**src/hw/rtl/assert_macros.svh**
```systemverilog
// Assertion macros shared by the RTL of the write drain unit.
// Each macro expects clk and rst_n in the scope where it is used.
`ifndef ASSERT_MACROS_SVH
`define ASSERT_MACROS_SVH

// Check a property on every rising clock edge outside reset.
`define DRSW_ASSERT(label, prop, msg) \
  label: assert property (@(posedge clk) disable iff (!rst_n) (prop)) else $error(msg);

// Check that an antecedent implies a consequent in the same cycle outside reset.
`define DRSW_ASSERT_IMPL(label, ante, cons, msg) \
  label: assert property (@(posedge clk) disable iff (!rst_n) (ante) |-> (cons)) else $error(msg);

`endif

```
**src/hw/rtl/drsw_pkg.sv**
```systemverilog
// Package of the DRAM write drain scheduler: sizes, command and register
// codes, and the structs passed between the top level, config and cells.
`default_nettype none

package drsw_pkg;

  localparam int QUEUE_DEPTH = 64;
  localparam int TIME_BITS   = 32;

  localparam int SLOT_W = (QUEUE_DEPTH > 1) ? $clog2(QUEUE_DEPTH) : 1;
  localparam int CNT_W  = $clog2(QUEUE_DEPTH + 1);
  localparam int TIME_W = TIME_BITS;
  localparam int AGE_W  = (TIME_BITS > 16) ? TIME_BITS : 16;
  localparam int CMP_W  = (CNT_W > 7) ? CNT_W : 7;

  localparam logic [2:0] CMD_INS_RD   = 3'd0;
  localparam logic [2:0] CMD_INS_WR   = 3'd1;
  localparam logic [2:0] CMD_REMOVE   = 3'd2;
  localparam logic [2:0] CMD_SET_RDY  = 3'd3;
  localparam logic [2:0] CMD_SCHEDULE = 3'd4;

  localparam logic [1:0] REG_HIGH_WM = 2'd0;
  localparam logic [1:0] REG_LOW_WM  = 2'd1;
  localparam logic [1:0] REG_AGE_THR = 2'd2;

  localparam logic [6:0]  HIGH_WM_RST = 7'd40;
  localparam logic [6:0]  LOW_WM_RST  = 7'd20;
  localparam logic [15:0] AGE_THR_RST = 16'd50;

  typedef struct packed {
    logic [6:0]  high_wm;
    logic [6:0]  low_wm;
    logic [15:0] age_thr;
  } cfg_t;

  typedef struct packed {
    logic              ins_rd;
    logic              ins_wr;
    logic              rm_rd;
    logic              rm_wr;
    logic              set_rd;
    logic              set_wr;
    logic [SLOT_W-1:0] slot;
    logic [TIME_W-1:0] arrival;
    logic              rdy;
  } upd_t;

  typedef struct packed {
    logic              vld;
    logic [SLOT_W-1:0] slot;
    logic [TIME_W-1:0] age;
  } cand_t;

  typedef struct packed {
    cand_t wr;
    cand_t old_rd;
    cand_t yng_rd;
  } chain_t;

endpackage

`default_nettype wire

```
**src/hw/rtl/drsw_cell.sv**
```systemverilog
// One slot of the scheduler: a read entry and a write entry, and one stage
// of the oldest-first search chain. Depends on drsw_pkg.
`default_nettype none

module drsw_cell (
  input  wire logic                          clk,
  input  wire logic                          rst_n,
  input  wire logic [drsw_pkg::SLOT_W-1:0]   cell_idx,
  input  drsw_pkg::upd_t                     upd,
  input  wire logic [drsw_pkg::TIME_W-1:0]   now,
  input  wire logic [15:0]                   age_thr,
  input  drsw_pkg::chain_t                   chain_in,
  output drsw_pkg::chain_t                   chain_out,
  output logic                               rd_valid,
  output logic                               wr_valid
);

  logic                          rd_vld_r;
  logic                          rd_rdy_r;
  logic [drsw_pkg::TIME_W-1:0]   rd_arr_r;
  logic                          wr_vld_r;
  logic                          wr_rdy_r;
  logic [drsw_pkg::TIME_W-1:0]   wr_arr_r;
  drsw_pkg::chain_t              chain_r;
  drsw_pkg::chain_t              chain_nxt;

  logic                          hit;
  logic                          rd_own;
  logic                          wr_own;
  logic                          rd_old;
  logic [drsw_pkg::TIME_W-1:0]   rd_age;
  logic [drsw_pkg::TIME_W-1:0]   wr_age;

  assign hit = (upd.slot == cell_idx);

  always_ff @(posedge clk) begin
    if (!rst_n) begin
      rd_vld_r <= 1'b0;
      rd_rdy_r <= 1'b0;
      wr_vld_r <= 1'b0;
      wr_rdy_r <= 1'b0;
    end else if (hit) begin
      if (upd.ins_rd) begin
        rd_vld_r <= 1'b1;
        rd_rdy_r <= upd.rdy;
      end else if (upd.rm_rd) begin
        rd_vld_r <= 1'b0;
        rd_rdy_r <= 1'b0;
      end else if (upd.set_rd && rd_vld_r) begin
        rd_rdy_r <= upd.rdy;
      end
      if (upd.ins_wr) begin
        wr_vld_r <= 1'b1;
        wr_rdy_r <= upd.rdy;
      end else if (upd.rm_wr) begin
        wr_vld_r <= 1'b0;
        wr_rdy_r <= 1'b0;
      end else if (upd.set_wr && wr_vld_r) begin
        wr_rdy_r <= upd.rdy;
      end
    end
  end

  always_ff @(posedge clk) begin
    if (hit && upd.ins_rd) rd_arr_r <= upd.arrival;
    if (hit && upd.ins_wr) wr_arr_r <= upd.arrival;
  end

  // Merge the own entries into the best-so-far from lower slots; strict
  // compare keeps the lower slot on equal age.
  always_comb begin
    rd_own    = rd_vld_r && rd_rdy_r;
    wr_own    = wr_vld_r && wr_rdy_r;
    rd_age    = now - rd_arr_r;
    wr_age    = now - wr_arr_r;
    rd_old    = (drsw_pkg::AGE_W'(rd_age) >= drsw_pkg::AGE_W'(age_thr));
    chain_nxt = chain_in;
    if (wr_own && (!chain_in.wr.vld || (wr_age > chain_in.wr.age))) begin
      chain_nxt.wr.vld  = 1'b1;
      chain_nxt.wr.slot = cell_idx;
      chain_nxt.wr.age  = wr_age;
    end
    if (rd_own && rd_old && (!chain_in.old_rd.vld || (rd_age > chain_in.old_rd.age))) begin
      chain_nxt.old_rd.vld  = 1'b1;
      chain_nxt.old_rd.slot = cell_idx;
      chain_nxt.old_rd.age  = rd_age;
    end
    if (rd_own && !rd_old && (!chain_in.yng_rd.vld || (rd_age > chain_in.yng_rd.age))) begin
      chain_nxt.yng_rd.vld  = 1'b1;
      chain_nxt.yng_rd.slot = cell_idx;
      chain_nxt.yng_rd.age  = rd_age;
    end
  end

  always_ff @(posedge clk) begin
    chain_r <= chain_nxt;
  end

  assign chain_out = chain_r;
  assign rd_valid  = rd_vld_r;
  assign wr_valid  = wr_vld_r;

endmodule

`default_nettype wire

```
**config.mk**
```make
export PLATFORM = sky130hd
export DESIGN_NAME = drsw_cell
export DESIGN_NICKNAME = d
export VERILOG_FILES = /design/src/hw/rtl/assert_macros.svh /design/src/hw/rtl/drsw_pkg.sv /design/src/hw/rtl/drsw_cell.sv
export SDC_FILE = /design/constraint.sdc
export NUM_CORES = 1
export LEC_CHECK = 0
export ABC_AREA = 1
export ABC_CLOCK_PERIOD_IN_PS = 6700
export BUFFER_PORTS_ARGS = -buffer_cell sky130_fd_sc_hd__buf_2
export CAP_MARGIN = 15
export CELL_PAD_IN_SITES_DETAIL_PLACEMENT = 0
export CELL_PAD_IN_SITES_GLOBAL_PLACEMENT = 1
export CORE_MARGIN = 2
export CORE_UTILIZATION = 40
export CTS_CLUSTER_DIAMETER = 120
export CTS_CLUSTER_SIZE = 12
export DETAILED_ROUTE_END_ITERATION = 8
export PLACE_DENSITY_LB_ADDON = 0.15
export SETUP_SLACK_MARGIN = 0.1
export SLEW_MARGIN = 15
export SYNTH_ARGS = -nofsm -noshare
export SYNTH_HDL_FRONTEND = slang
export SYNTH_SLANG_ARGS = --single-unit
```
**constraint.sdc**
```tcl
create_clock -name clk -period 6.7 [get_ports clk]
set_input_delay 0.335 -clock clk [delete_from_list [all_inputs] [get_ports clk]]
set_output_delay 0.335 -clock clk [all_outputs]
set_load 0.02 [all_outputs]
```
==> flow_summary.json <==
{
  "path_class": "reg2reg",
  "required_ps": 7040,
  "synth_cell_types": 51,
  "diodes": 0,
  "route.detailed.drc": 0,
  "p_per_area_mw_per_mm2": 187,
  "vias": 12200,
  "power_uw": 2930,
  "die_area_mm2": 0.0339,
  "path_cells": "inv_1, ha_1, inv_1, nor3_1, a31oi_1, o21ai_0, a21boi_0, o21ai_0, nand2_1, nand3b_1, nand2_1, ha_1, nand2_1, inv_1, nand3_1, nor3_1, and3_1, o21ai_0, a22o_1, nand2_1, nand2_4, buf_4, nand2_1, o21ai_0",
  "cts_tree": "yes",
  "yosysMostFrequentCell": "nand2_1",
  "netlist_top_cells_count": "451 x nand2_1, 318 x inv_1, 170 x ha_1",
  "worst_slew_pin_slew_ps": 1060,
  "crit_slowest_cell": "o21ai_0",
  "postCtsHoldBufs": 0,
  "drt-vias-per-instance": 4.79,
  "dp_hpwl_um": 32100,
  "yosysWarningCount": 0,
  "rsz0062_at_grt": "no",
  "min_period_ps": 5070,
  "gp_congestion": 0.931,
  "async_flop_share_pct": 0,
  "slew_violations": 0,
  "ys_top_cells_by_area": "dfxtp_1 19%, ha_1 16%, edfxtp_1 15%",
  "area_growth_pct": 20.6,
  "skew_ps": 16.3,
  "relSlewSlack_pct": 29.2,
  "antenna_left": 0,
  "initial_core_util_pct": 40.8,
  "hold_ws_ps": 60.2,
  "die_w_um": 184,
  "crit_fanout": 66,
  "hp-class": "in2reg",
  "clk_latency_ps": 460,
  "cts_num_sinks": 185,
  "cp_data_arrival_time_ps": 5410,
  "status": "completed",
  "wire_per_inst_um": 15.1,
  "ir_drop_uv": 185,
  "clk_pin_slew_ps": 70,
  "grt_max_degree": 67,
  "wl_um": 38400,
  "die_y_um": 184,
  "grt_pass1_wl_um": 59400,
  "hold_violations": 0,
  "io_pins": 337,
  "synth_area_leader_cell": "dfxtp_1",
  "core_mm2": 0.0318,
  "nNetsFinal": 2493,
  "antenna_found_initial": 1,
  "syn-cell-area_mm2": 0.0130,
  "worst-path-buf-inv": 4,
  "ys_seq_area_share_pct": 33.4,
  "synth-edff-count": 64,
  "p_leak_uw": 0.00863,
  "syn_inst": 1766,
  "fmax_ghz": 0.197,
  "ys_ff_latch": 185,
  "clock_path_buffers": 2,
  "critical_path.top_delay_family": "compound AO/OA/AOI/OAI gates",
  "drive_above_1_share_pct": 20.0,
  "grt_pass1_vias": 11700,
  "grt-ovfl-total": 0,
  "fin_tns_setup_ps": 0,
  "clock-root-buffer": "clkbuf_16",
  "fin_cells": 2551,
  "dpl.cell_count": 2519,
  "cp-start-kind": "flop",
  "post_cts_buffers": 0,
  "syn_area_per_cell_um2": 7.35,
  "first_pass_iters": 5,
  "worst_path_largest_cell_delay_ps": 500,
  "synth_top_area_share_pct": 18.6,
  "syn-num-nets": 2156,
  "cts_resized": 0,
  "post-route-period-util_pct": 75.7,
  "setup-violations-final": 0,
  "cts_max_level": 4,
  "io_buffers": 336,
  "synthFlopType": "dfxtp_1",
  "critPathMostFrequentCell": "nand2_1",
  "rows": 65,
  "drtIter0Drc": 538,
  "cts_inserted_buffers": 17,
  "crit_path_end_kind": "flop",
  "grt_usage_pct": 22.7,
  "drv_cap": 0
}
-- cells by family after synthesis --
kind of cell	Yosys count	synth area share (%)
AND/OR/NAND/NOR	758	24.8
buffers and inverters	353	11.1
AO/OA/AOI/OAI	257	11.3
flip-flops	185	33.4
adder cells (fa/ha/maj)	172	16.7
XOR/XNOR	41	2.76
-- power by group --
part	internal [µW]	switching [µW]	total (µW)
sequential	1200	10.4	1210
clock	527	456	983
combinational	270	463	733
total	2000	930	2930
-- area by class of cell --
cell class	count	area (µm²)
timing repair buffer	347	1760
sequential	185	4340
multi-input combinational	1228	7230
clock buffer	23	499
tap	435	544
clock inverter	9	60.1
fill	3261	16100
inverter	324	1220
-- through the flow --
stage | setup slack [ps] | cell area, µm² | utilization, %
finish | 1630 | 15700 | 49.2
global route | 1130 | 15700 | 49.2
CTS | 1270 | 15700 | 49.2
detailed placement | 1170 | 15100 | 47.5
global placement | 1280 | 15100 | 47.5
floorplan | 2720 | 13000 | -
-- path summary, 6_finish.rpt --
check | startpoint | slack (ps) | endpoint | cells after the start
min reg2reg | rd_rdy_r$_SDFFE_PN0P_ | 460 | rd_rdy_r$_SDFFE_PN0P_ | 2
min | chain_in[74] | 60 | chain_out[74]$_DFF_P_ | 3
max reg2reg | wr_arr_r[3]$_DFFE_PP_ | 1630 | chain_out[82]$_DFF_P_ | 24
max | wr_arr_r[3]$_DFFE_PP_ | 1630 | chain_out[82]$_DFF_P_ | 24
-- flip-flops by register name, summed over array words and instances (netlist names) --
name,count
wr_arr_r,32
wr_rdy_r,1
rd_arr_r,32
rd_valid,1
rd_rdy_r,1
chain_out,117
wr_valid,1
-- layout by cell type, fill, tap and decap left out, drive strengths merged, types with 14 or more instances in the layout --
cell	count
buf	347
inv	327
xor2	32
o21a	14
nor2	105
ha	170
nor3	22
o21ai	53
nand3	128
edfxtp	64
clkbuf	23
a21oi	151
nand2	460
nand4	22
dfxtp	121
-- metal layers --
metal | wire, µm | share of wire, % | track usage, %
met5 | 7 | 0.018 | 0
met4 | 548 | 1.4 | 5.95
met3 | 1930 | 5.0 | 3.99
met2 | 17300 | 45 | 37.6
met1 | 18600 | 48 | 30.5
-- worst min-delay path, stage by stage --
cell,delay [ps]
buf_2,70
nand2_1,40
nand2_1,40
(Power assumes the default switching activity.)
