File: src/hw/rtl/assert_macros.svh
// Assertion macros shared by the RTL of the write drain unit.
// Each macro expects clk and rst_n in the scope where it is used.
`ifndef ASSERT_MACROS_SVH
`define ASSERT_MACROS_SVH

// Check a property on every rising clock edge outside reset.
`define DRSW_ASSERT(label, prop, msg) \
  label: assert property (@(posedge clk) disable iff (!rst_n) (prop)) else $error(msg);

// Check that an antecedent implies a consequent in the same cycle outside reset.
`define DRSW_ASSERT_IMPL(label, ante, cons, msg) \
  label: assert property (@(posedge clk) disable iff (!rst_n) (ante) |-> (cons)) else $error(msg);

`endif

File: src/hw/rtl/drsw_pkg.sv
// Package of the DRAM write drain scheduler: sizes, command and register
// codes, and the structs passed between the top level, config and cells.
`default_nettype none

package drsw_pkg;

  localparam int QUEUE_DEPTH = 64;
  localparam int TIME_BITS   = 32;

  localparam int SLOT_W = (QUEUE_DEPTH > 1) ? $clog2(QUEUE_DEPTH) : 1;
  localparam int CNT_W  = $clog2(QUEUE_DEPTH + 1);
  localparam int TIME_W = TIME_BITS;
  localparam int AGE_W  = (TIME_BITS > 16) ? TIME_BITS : 16;
  localparam int CMP_W  = (CNT_W > 7) ? CNT_W : 7;

  localparam logic [2:0] CMD_INS_RD   = 3'd0;
  localparam logic [2:0] CMD_INS_WR   = 3'd1;
  localparam logic [2:0] CMD_REMOVE   = 3'd2;
  localparam logic [2:0] CMD_SET_RDY  = 3'd3;
  localparam logic [2:0] CMD_SCHEDULE = 3'd4;

  localparam logic [1:0] REG_HIGH_WM = 2'd0;
  localparam logic [1:0] REG_LOW_WM  = 2'd1;
  localparam logic [1:0] REG_AGE_THR = 2'd2;

  localparam logic [6:0]  HIGH_WM_RST = 7'd40;
  localparam logic [6:0]  LOW_WM_RST  = 7'd20;
  localparam logic [15:0] AGE_THR_RST = 16'd50;

  typedef struct packed {
    logic [6:0]  high_wm;
    logic [6:0]  low_wm;
    logic [15:0] age_thr;
  } cfg_t;

  typedef struct packed {
    logic              ins_rd;
    logic              ins_wr;
    logic              rm_rd;
    logic              rm_wr;
    logic              set_rd;
    logic              set_wr;
    logic [SLOT_W-1:0] slot;
    logic [TIME_W-1:0] arrival;
    logic              rdy;
  } upd_t;

  typedef struct packed {
    logic              vld;
    logic [SLOT_W-1:0] slot;
    logic [TIME_W-1:0] age;
  } cand_t;

  typedef struct packed {
    cand_t wr;
    cand_t old_rd;
    cand_t yng_rd;
  } chain_t;

endpackage

`default_nettype wire

File: src/hw/rtl/drsw_cfg.sv
// APB-style register file for the watermarks and the age threshold.
// Depends on drsw_pkg.
`default_nettype none

module drsw_cfg (
  input  wire logic         clk,
  input  wire logic         rst_n,
  input  wire logic         cfg_psel,
  input  wire logic         cfg_penable,
  input  wire logic         cfg_pwrite,
  input  wire logic [3:0]   cfg_paddr,
  input  wire logic [31:0]  cfg_pwdata,
  output logic [31:0]       cfg_prdata,
  output logic              cfg_pready,
  output drsw_pkg::cfg_t    cfg
);

  logic [6:0]  high_wm_r;
  logic [6:0]  low_wm_r;
  logic [15:0] age_thr_r;
  logic        wr_en;

  assign cfg_pready = 1'b1;
  assign wr_en      = cfg_psel && cfg_penable && cfg_pwrite && cfg_pready;

  always_ff @(posedge clk) begin
    if (!rst_n) begin
      high_wm_r <= drsw_pkg::HIGH_WM_RST;
      low_wm_r  <= drsw_pkg::LOW_WM_RST;
      age_thr_r <= drsw_pkg::AGE_THR_RST;
    end else if (wr_en) begin
      case (cfg_paddr[3:2])
        drsw_pkg::REG_HIGH_WM: high_wm_r <= cfg_pwdata[6:0];
        drsw_pkg::REG_LOW_WM:  low_wm_r  <= cfg_pwdata[6:0];
        drsw_pkg::REG_AGE_THR: age_thr_r <= cfg_pwdata[15:0];
        default: ;
      endcase
    end
  end

  always_comb begin
    case (cfg_paddr[3:2])
      drsw_pkg::REG_HIGH_WM: cfg_prdata = {25'd0, high_wm_r};
      drsw_pkg::REG_LOW_WM:  cfg_prdata = {25'd0, low_wm_r};
      drsw_pkg::REG_AGE_THR: cfg_prdata = {16'd0, age_thr_r};
      default:               cfg_prdata = 32'd0;
    endcase
  end

  assign cfg.high_wm = high_wm_r;
  assign cfg.low_wm  = low_wm_r;
  assign cfg.age_thr = age_thr_r;

endmodule

`default_nettype wire

File: config.mk
export PLATFORM = sky130hd
export DESIGN_NAME = drsw_cfg
export DESIGN_NICKNAME = d
export VERILOG_FILES = /design/src/hw/rtl/assert_macros.svh /design/src/hw/rtl/drsw_pkg.sv /design/src/hw/rtl/drsw_cfg.sv
export SDC_FILE = /design/constraint.sdc
export NUM_CORES = 1
export LEC_CHECK = 0
export ABC_CLOCK_PERIOD_IN_PS = 1000
export BUFFER_PORTS_ARGS = -buffer_cell sky130_fd_sc_hd__clkbuf_2
export CELL_PAD_IN_SITES_DETAIL_PLACEMENT = 0
export CELL_PAD_IN_SITES_GLOBAL_PLACEMENT = 1
export CORE_MARGIN = 10
export CORE_UTILIZATION = 26
export DETAILED_ROUTE_END_ITERATION = 10
export PLACE_DENSITY = 0.85
export REMOVE_ABC_BUFFERS = 1
export SETUP_SLACK_MARGIN = 0.3
export SLEW_MARGIN = 0
export SYNTH_ARGS = -nofsm -noshare
export SYNTH_HDL_FRONTEND = slang
export SYNTH_SLANG_ARGS = --single-unit
export TNS_END_PERCENT = 20
File: constraint.sdc
create_clock -name clk -period 1 [get_ports clk]
set_input_delay 0.2 -clock clk [delete_from_list [all_inputs] [get_ports clk]]
set_output_delay 0.2 -clock clk [all_outputs]
set_load 0.01 [all_outputs]
==> impl_metrics.ini, run 1 <==
[placed_design]
place_hpwl_um = 3802
gp_congestion = 0.7532
io_buffers = 68
pre_cts_ws_ps = -234.3

[die]
core_area_sq_um = 5921
rows = 28
start_util_pct = 26.75
io_pins = 104
die_h_um = 98.06
die_w_um = 98.06
dieArea_sq_um = 9615

[cells_and_area]
nets = 325
final_common_cell = nand2_1
fillers = 592
drive_above_1_share_pct = 57.04
area_delta_synth_final_pct = 67.54
antenna_cells = 0
final_cell_mix = nand2_1 (46), buf_6 (35), mux2i_1 (32)

[logic_synthesis]
syn_avg_cell_area_sq_um = 8.751
syn_inst = 181
synth_seq_cells = 30
syn_area_sq_um = 1584
yosysSeqAreaShare_pct = 37.91
yosys_warnings = 0
synth_cell_types = 24

[global_route]
grt_max_degree = 34
grt_pass1_vias = 1649
grt_pass1_wl_um = 8224
grt_antenna_before_repair = 0
grt_overflow = 0
grt_use_total_pct = 10.46

[timing]
fmax_mhz = 831.2
slew_viol_final = 0
setup_ws_ps = -203.0
fin_crit_ps = 1203
fin_skew_ps = 0
rsz0062_at_grt = true
setup_viol = 30
period_share_pct = 120.3
finalHoldViolCount = 0

[drt]
finalWirelength_um = 5542
via_per_inst = 4.326
drtIter0Drc = 53
num_vias = 1553
post_drt_wl_per_cell_um = 15.44
antenna_left = 0
drc = 0
first_pass_iters = 4

[outcome]
violations = negative setup slack
outcome = complete, but fails checks

[clock_network]
clockBufferDepth = 2
cts_buffers = 5
cts_root_buffer = clkbuf_8
clock-sinks = 30
htreeDepth = 2
postCtsHoldBufs = 0
cts_tree = yes
clock_latency_ps = 280
clk_pin_slew_worst_paths_ps = 60

[worst_setup_path]
required_ps = 800
worst-path-max-fanout = 2
start_kind = flip-flop
criticalPathCategory = flip-flop to output pin
crit_path_end_kind = output pin
worstPathArrival_ps = 1000

[hold_path]
min_path_type = input pin to flip-flop

[power_and_ir_drop]
powerDensity_nw_per_um2 = 971.4
leakage_nw = 1.275
ir_worst_vdd_mv = 0.4676
finalPower_mw = 2.578

[flow_run]
cap_violations = 0
[area by class of cell]
type | instances | area (sq um) | area share (%)
inverter | 2 | 7.507 | 0.2829
clock buffer | 7 | 76.32 | 2.876
timing repair buffer | 110 | 962.2 | 36.26
multi-input combinational | 135 | 870.8 | 32.81
tap | 75 | 93.84 | 3.536
sequential | 30 | 643.1 | 24.23
[Yosys cell counts (all sizes together)]
cell type  instances  share of area, %
nand2             46                11
mux2i             33                21
dfxtp             30                38
buf               27                13
and2              10               4.1
nor2b              7               2.8
o21ai              7               2.2
a21oi              4               1.3
clkbuf             2              0.47
conb               2              0.47
inv                2              0.47
nand2b             2              0.79
nand3              2              0.95
o211ai             2              0.95
and3               1              0.71
nand3b             1              0.47
nor3b              1              0.79
o31ai              1              0.47
or3                1              0.40
[registers in the layout (all words and copies together) (netlist names)]
| register | count |
|---|---|
| high_wm_r | 7 |
| low_wm_r | 7 |
| age_thr_r | 16 |
[final timing paths]
path                  start       endpoint  slack (ps)  cells past startpoint
min reg2reg   age_thr_r[15]  age_thr_r[15]         470                      2
max reg2reg     low_wm_r[4]    low_wm_r[4]         170                      4
max             low_wm_r[2]  cfg_prdata[2]        -200                      3
min          cfg_pwdata[12]  age_thr_r[12]         140                      3
[where the power goes]
group	total, mW	switching, mW	internal [mW]
combinational	0.449	0.217	0.231
sequential	1.22	0.0135	1.21
clock	0.906	0.428	0.478
[critical path, stage by stage, from the launching register on]
cell	delay, ps
dfxtp_2	330
mux2i_1	60
o21ai_1	170
buf_2	160
[through the flow]
| step | hold slack [ps] | instances | utilization [%] | setup TNS [ps] | instance area (sq um) |
|---|---|---|---|---|---|
| 5_1_grt | 145.1 | 359 | 44.82 | -4892 | 2654 |
| 3_3_place_gp | 432.2 | 337 | 35.48 | -6840 | 2101 |
| 6_report | 135.1 | 359 | 44.82 | -3813 | 2654 |
| 4_1_cts | 120.5 | 354 | 40.34 | -3510 | 2389 |
| 3_5_place_dp | 439.0 | 337 | 35.48 | -7556 | 2101 |
| 2_1_floorplan | 288.9 | 167 | - | -11550 | 1426 |
[layer usage]
| layer | GRT usage [%] | part of all wire (%) |
|---|---|---|
| met5 | 0 | 0 |
| met4 | 3.468 | 1.4 |
| met3 | 6.131 | 12 |
| met2 | 16.95 | 47 |
| met1 | 11.14 | 39 |
[what timing repair did]
item / 4_1_cts / 5_1_grt
buffers inserted: 9 / 4
pin swaps: 7 / 17
endpoints found under the setup margin: 76 / 76
cloned: 1 / 1
gates resized for setup: 58 / 77
[logic make-up (layout without fill, tap and decap cells)]
kind of cell,count (synthesis),count (layout),synth area share [%]
AND/OR/NAND/NOR,71,71,21.88
multiplexers,33,33,20.85
buffers and inverters,31,119,13.98
flip-flops,30,30,37.91
AO/OA/AOI/OAI,14,14,4.897
other,2,17,0.4741
Power figures use the tool's default switching activity.
==> run 2, diff against run 1 <==
CTS_BUF_LIST = sky130_fd_sc_hd__clkbuf_8 sky130_fd_sc_hd__clkbuf_16   (was default)
==> impl_metrics.ini, run 2 (same netlist as run 1, synthesis figures left out) <==
[outcome]
outcome = complete, but fails checks
violations = negative setup slack

[cells_and_area]
area_delta_synth_final_pct = 67.54
top_register = age_thr_r
antenna_cells = 0
drive_above_1_share_pct = 57.04
largest_reg_flops = 16
final_common_cell = nand2_1
top_regs = age_thr_r (16), high_wm_r (7), low_wm_r (7)
nets = 325
final_cell_mix = nand2_1 (46), buf_6 (35), mux2i_1 (32)
stdcell_area_sq_um = 2654

[die]
core_area_sq_um = 5921
die_h_um = 98.06
dieArea_sq_um = 9615
rows = 28
io_pins = 104
die_w_um = 98.06
start_util_pct = 26.75

[timing]
fin_hold_ws_ps = 136.3
period_share_pct = 121.4
tns_ps = -3796
fin_skew_ps = 0
fin_crit_ps = 1214
finalHoldViolCount = 0
setup_viol = 30
slew_viol_final = 0
rsz0062_at_grt = true
setup_ws_ps = -213.6
fmax_mhz = 824.0

[worst_setup_path]
worstPathArrival_ps = 1010
crit_start = low_wm_r[2]
r2r_cells = 4
required_ps = 800
start_kind = flip-flop
critical_path.endpoint = cfg_prdata[2]
crit_path_end_kind = output pin
worst-path-max-fanout = 2
criticalPathCategory = flip-flop to output pin
r2r-start = low_wm_r[4]
timing.rr.end = low_wm_r[4]
r2r_slack_ps = 160

[drt]
met2_length_um = 2633
first_pass_iters = 4
finalWirelength_um = 5536
drc = 0
wl_met1_um = 2139
via_per_inst = 4.323
antenna_left = 0
num_vias = 1552
wl_met3_um = 690
post_drt_wl_per_cell_um = 15.42
dr.max_layer_used = met4
drtIter0Drc = 61

[placed_design]
dpl_cell_area_sq_um = 2101
io_buffers = 68
place_hpwl_um = 3802
gp_congestion = 0.7532
pre_cts_ws_ps = -234.3

[power_and_ir_drop]
leakage_nw = 1.284
p_int_mw = 1.898
switching_share_pct = 25.64
p_switching_mw = 0.6546
pwr-share-seq_pct = 47.9
ir_worst_vdd_mv = 0.4622
finalPower_mw = 2.553
clkPwrFrac_pct = 34.5
pwr-share-comb_pct = 17.6
powerDensity_nw_per_um2 = 961.9

[clock_network]
clock-sinks = 30
cts_buffers = 5
clock_latency_ps = 280
cts_tree = yes
clockBufferDepth = 2
clk_pin_slew_worst_paths_ps = 60
postCtsHoldBufs = 0
htreeDepth = 2
cts_root_buffer = clkbuf_8

[global_route]
grt_use_total_pct = 10.46
grt_pass1_wl_um = 8231
grt_pass1_vias = 1651
grt_overflow = 0
grt_max_degree = 34
grt_antenna_before_repair = 0

[flow_run]
cap_violations = 0

[hold_path]
min_path_type = input pin to flip-flop
-- run 2: changes by cell type in the layout (fill, tap and decap cells not counted) --
cell      previous run  this run
clkbuf_1             2         0
inv_1                2         4
-- run 2: per-stage QoR --
step | util [%] | instances
2_1_floorplan | - | 167
6_report | 44.82 | 359
3_5_place_dp | 35.48 | 337
4_1_cts | 40.34 | 354
3_3_place_gp | 35.48 | 337
5_1_grt | 44.82 | 359
-- run 2: worst min path at each step --
stage,start,to,slack [ps],cells past startpoint
after floorplan,rst_n,age_thr_r[1],290,1
after global placement,cfg_pwdata[10],age_thr_r[10],430,3
after detailed placement,cfg_pwdata[11],age_thr_r[11],440,3
after CTS,cfg_pwdata[12],age_thr_r[12],120,3
after global routing,cfg_pwdata[12],age_thr_r[12],150,3
final,cfg_pwdata[12],age_thr_r[12],140,3
-- run 2: routing by layer --
layer	global-route usage (%)	vias to the layer above
li1	-	759
met1	11.14	719
met2	16.95	67
met3	6.131	7
met4	3.468	0
met5	0	-
-- run 2: timing repair --
item,4_1_cts,5_1_grt
pin swaps,7,17
gates resized for setup,58,77
endpoints found under the hold margin,0,0
buffers inserted,9,4
setup endpoints to repair,76,76
gates cloned,1,1
-- run 2: power by group through the flow --
stage	clock network, mW	logic [mW]	registers, mW
after CTS	0.927	0.397	1.23
after detailed placement	0	0.351	1.25
after floorplan	0	0.126	1.26
final	0.881	0.449	1.22
after global routing	0.988	0.487	1.22
after global placement	0	0.347	1.25
-- run 2: area by class of cell --
cell class / instances / area [sq um]
repair buffers: 110 / 962.2
fillers: 592 / 3267
well taps: 75 / 93.84
clock inverters: 2 / 7.507
inverters: 2 / 7.507
clock buffers: 5 / 68.82
flip-flops and latches: 30 / 643.1
multi-input cells: 135 / 870.8
-- run 2: critical path, stage by stage, from the launching register on --
cell and delay (ps):
dfxtp_2 330, mux2i_1 60, o21ai_1 180, buf_2 170
==> run 3, diff against run 2 <==
ABC_AREA = 1   (was default)
CORE_UTILIZATION = 24   (was 26)
==> impl_metrics.ini, run 3 <==
[timing]
fin_skew_ps = 0
rsz0062_at_grt = true
fin_crit_ps = 1088
period_share_pct = 108.8
fmax_mhz = 919.5
fin_hold_ws_ps = 151.6
setup_ws_ps = -87.55
finalHoldViolCount = 0
tns_ps = -1350
setup_viol = 24
slew_viol_final = 0

[logic_synthesis]
synth_xor_area_share_pct = 0
synth_edf_count = 0
muxShareOfSynthArea_pct = 0
async_flop_share_pct = 0
syn_avg_cell_area_sq_um = 6.236
synth_cell_types = 13
synth.area.top_cells = dfxtp_1 (38%), nand2_1 (15%), nor2_1 (14%)
netlist.area_leader.share_pct = 38.22
yosysSeqAreaShare_pct = 38.22
synth_most_common_cell = nand2_1
synth-compound-area-share_pct = 0
synth_top_cell_by_area = dfxtp_1
syn_inst = 252
synth_seq_cells = 30
yosys_warnings = 0
synth_top_family_by_area = simple AND/OR/NAND/NOR gates
syn_area_sq_um = 1572
synthSimpleGateAreaFrac_pct = 43.23
synth_fa_ha_area_share_pct = 0
synthTopCellsByCount = nand2_1 (64), nor2_1 (60), nand3_1 (38)
synth_ff_type = dfxtp_1

[cells_and_area]
top_register = age_thr_r
final_cell_mix = nor2_1 (48), nand2_1 (44), dfxtp_2 (30)
drive_above_1_share_pct = 58.24
area_delta_synth_final_pct = 80.26
largest_reg_flops = 16
antenna_cells = 0
final_common_cell = nor2_1
top_regs = age_thr_r (16), high_wm_r (7), low_wm_r (7)
nets = 392

[global_route]
grt_pass1_vias = 1860
use_met3_pct = 4.252
grt_use_met1_pct = 11.14
grt_antenna_before_repair = 0
grt_pass1_wl_um = 8673
grt_use_total_pct = 10.41
grt_use_met2_pct = 18.13
grt_busiest_layer = met2
grt_overflow = 0
grt_max_degree = 31

[clock_network]
clockBufferDepth = 2
cts_root_buffer = clkbuf_8
clock_latency_ps = 270
cts_tree = yes
cts_buffers = 5
postCtsHoldBufs = 0
clock-sinks = 30
htreeDepth = 2
clk_pin_slew_worst_paths_ps = 70

[power_and_ir_drop]
powerDensity_nw_per_um2 = 1013
leakage_nw = 1.419
ir_worst_vdd_mv = 0.5079

[drt]
first_pass_iters = 4
drtIter0Drc = 84
post_drt_wl_per_cell_um = 13.40
via_per_inst = 4.247
num_vias = 1822
finalWirelength_um = 5749
drc = 0
antenna_left = 0

[die]
start_util_pct = 24.75
io_pins = 104
dieArea_sq_um = 10180
die_h_um = 100.9
rows = 29
die_w_um = 100.9
core_area_sq_um = 6350

[outcome]
outcome = complete, but fails checks
violations = negative setup slack

[worst_setup_path]
worstPathArrival_ps = 890
crit_path_end_kind = output pin
start_kind = flip-flop
criticalPathCategory = flip-flop to output pin
worst-path-max-fanout = 3
critPathBufInv = 1
critPathMaxStageDelay_ps = 340
path_cells = nand2_1 > nand3_2 > buf_2
crit_path_top_delay_cell = dfxtp_2
path_delay_family = flip-flops
required_ps = 800
r2r_slack_ps = 290

[flow_run]
cap_violations = 0

[placed_design]
io_buffers = 68
gp_congestion = 0.7850
place_hpwl_um = 4138

[hold_path]
min_path_type = input pin to flip-flop
## run 3: cell types whose count changed in the layout (fill, tap and decap cells not counted), moves of 13 or more
cell / previous run / this run
buf_2: 11 / 24
inv_1: 4 / 19
mux2i_1: 32 / 0
nand2_2: 0 / 18
nand3_1: 0 / 19
nand3_2: 1 / 17
nor2_1: 0 / 48
## run 3: timing repair
action / CTS / global route
resized for setup: 97 / 96
buffers inserted: 11 / 8
setup endpoints to repair: 76 / 76
pin swaps: 45 / 50
## run 3: worst reg2reg max path, cell delays in order, from the launching register on
cell     delay, ps
dfxtp_2        330
buf_4          130
nor2_1          90
nor2_1          50
## run 3: layout make-up
cell class	instances	area [sq um]
Inverter	28	117.6
Multi-Input combinational cell	182	997.2
Clock buffer	6	82.58
Timing Repair Buffer	104	892.1
Tap cell	77	96.34
Clock inverter	2	8.758
Fill cell	643	3517
Sequential cell	30	638.1
## run 3: cells by family after synthesis
kind of cell | Yosys count
other | 2
and+or+nand+nor | 165
buffers and inverters | 55
DFF | 30
## run 3: routing by layer
layer  vias up  wire length (um)
met1       827              2273
li1        921                 -
met5         -                 0
met4         0                77
met2        67              2792
met3         7               606
## run 3: final timing paths
check	start	endpoint	cells past startpoint
worst max register to register	high_wm_r[0]	high_wm_r[0]	3
worst min-delay path	cfg_pwdata[1]	age_thr_r[1]	3
worst max-delay path	low_wm_r[1]	cfg_prdata[1]	3
worst min register to register	high_wm_r[5]	high_wm_r[5]	2
## run 3: power by group
group / switching (mW) / total (mW) / internal [mW]
Combinational: 0.327 / 0.622 / 0.295
Clock: 0.452 / 0.997 / 0.544
Sequential: 0.0246 / 1.25 / 1.23
## run 3: per-stage QoR
stage               utilization [%]  std cells  setup slack, ps  cell area, sq um  total power [mW]
finish                        44.61        429           -87.55              2833             2.870
global route                  44.61        429           -130.8              2833             3.009
CTS                           40.06        421           -96.13              2544             2.814
detailed placement            32.34        402           -220.4              2053             1.682
global placement              32.34        402           -183.5              2053             1.674
floorplan                         -        240           -362.3              1449             1.457
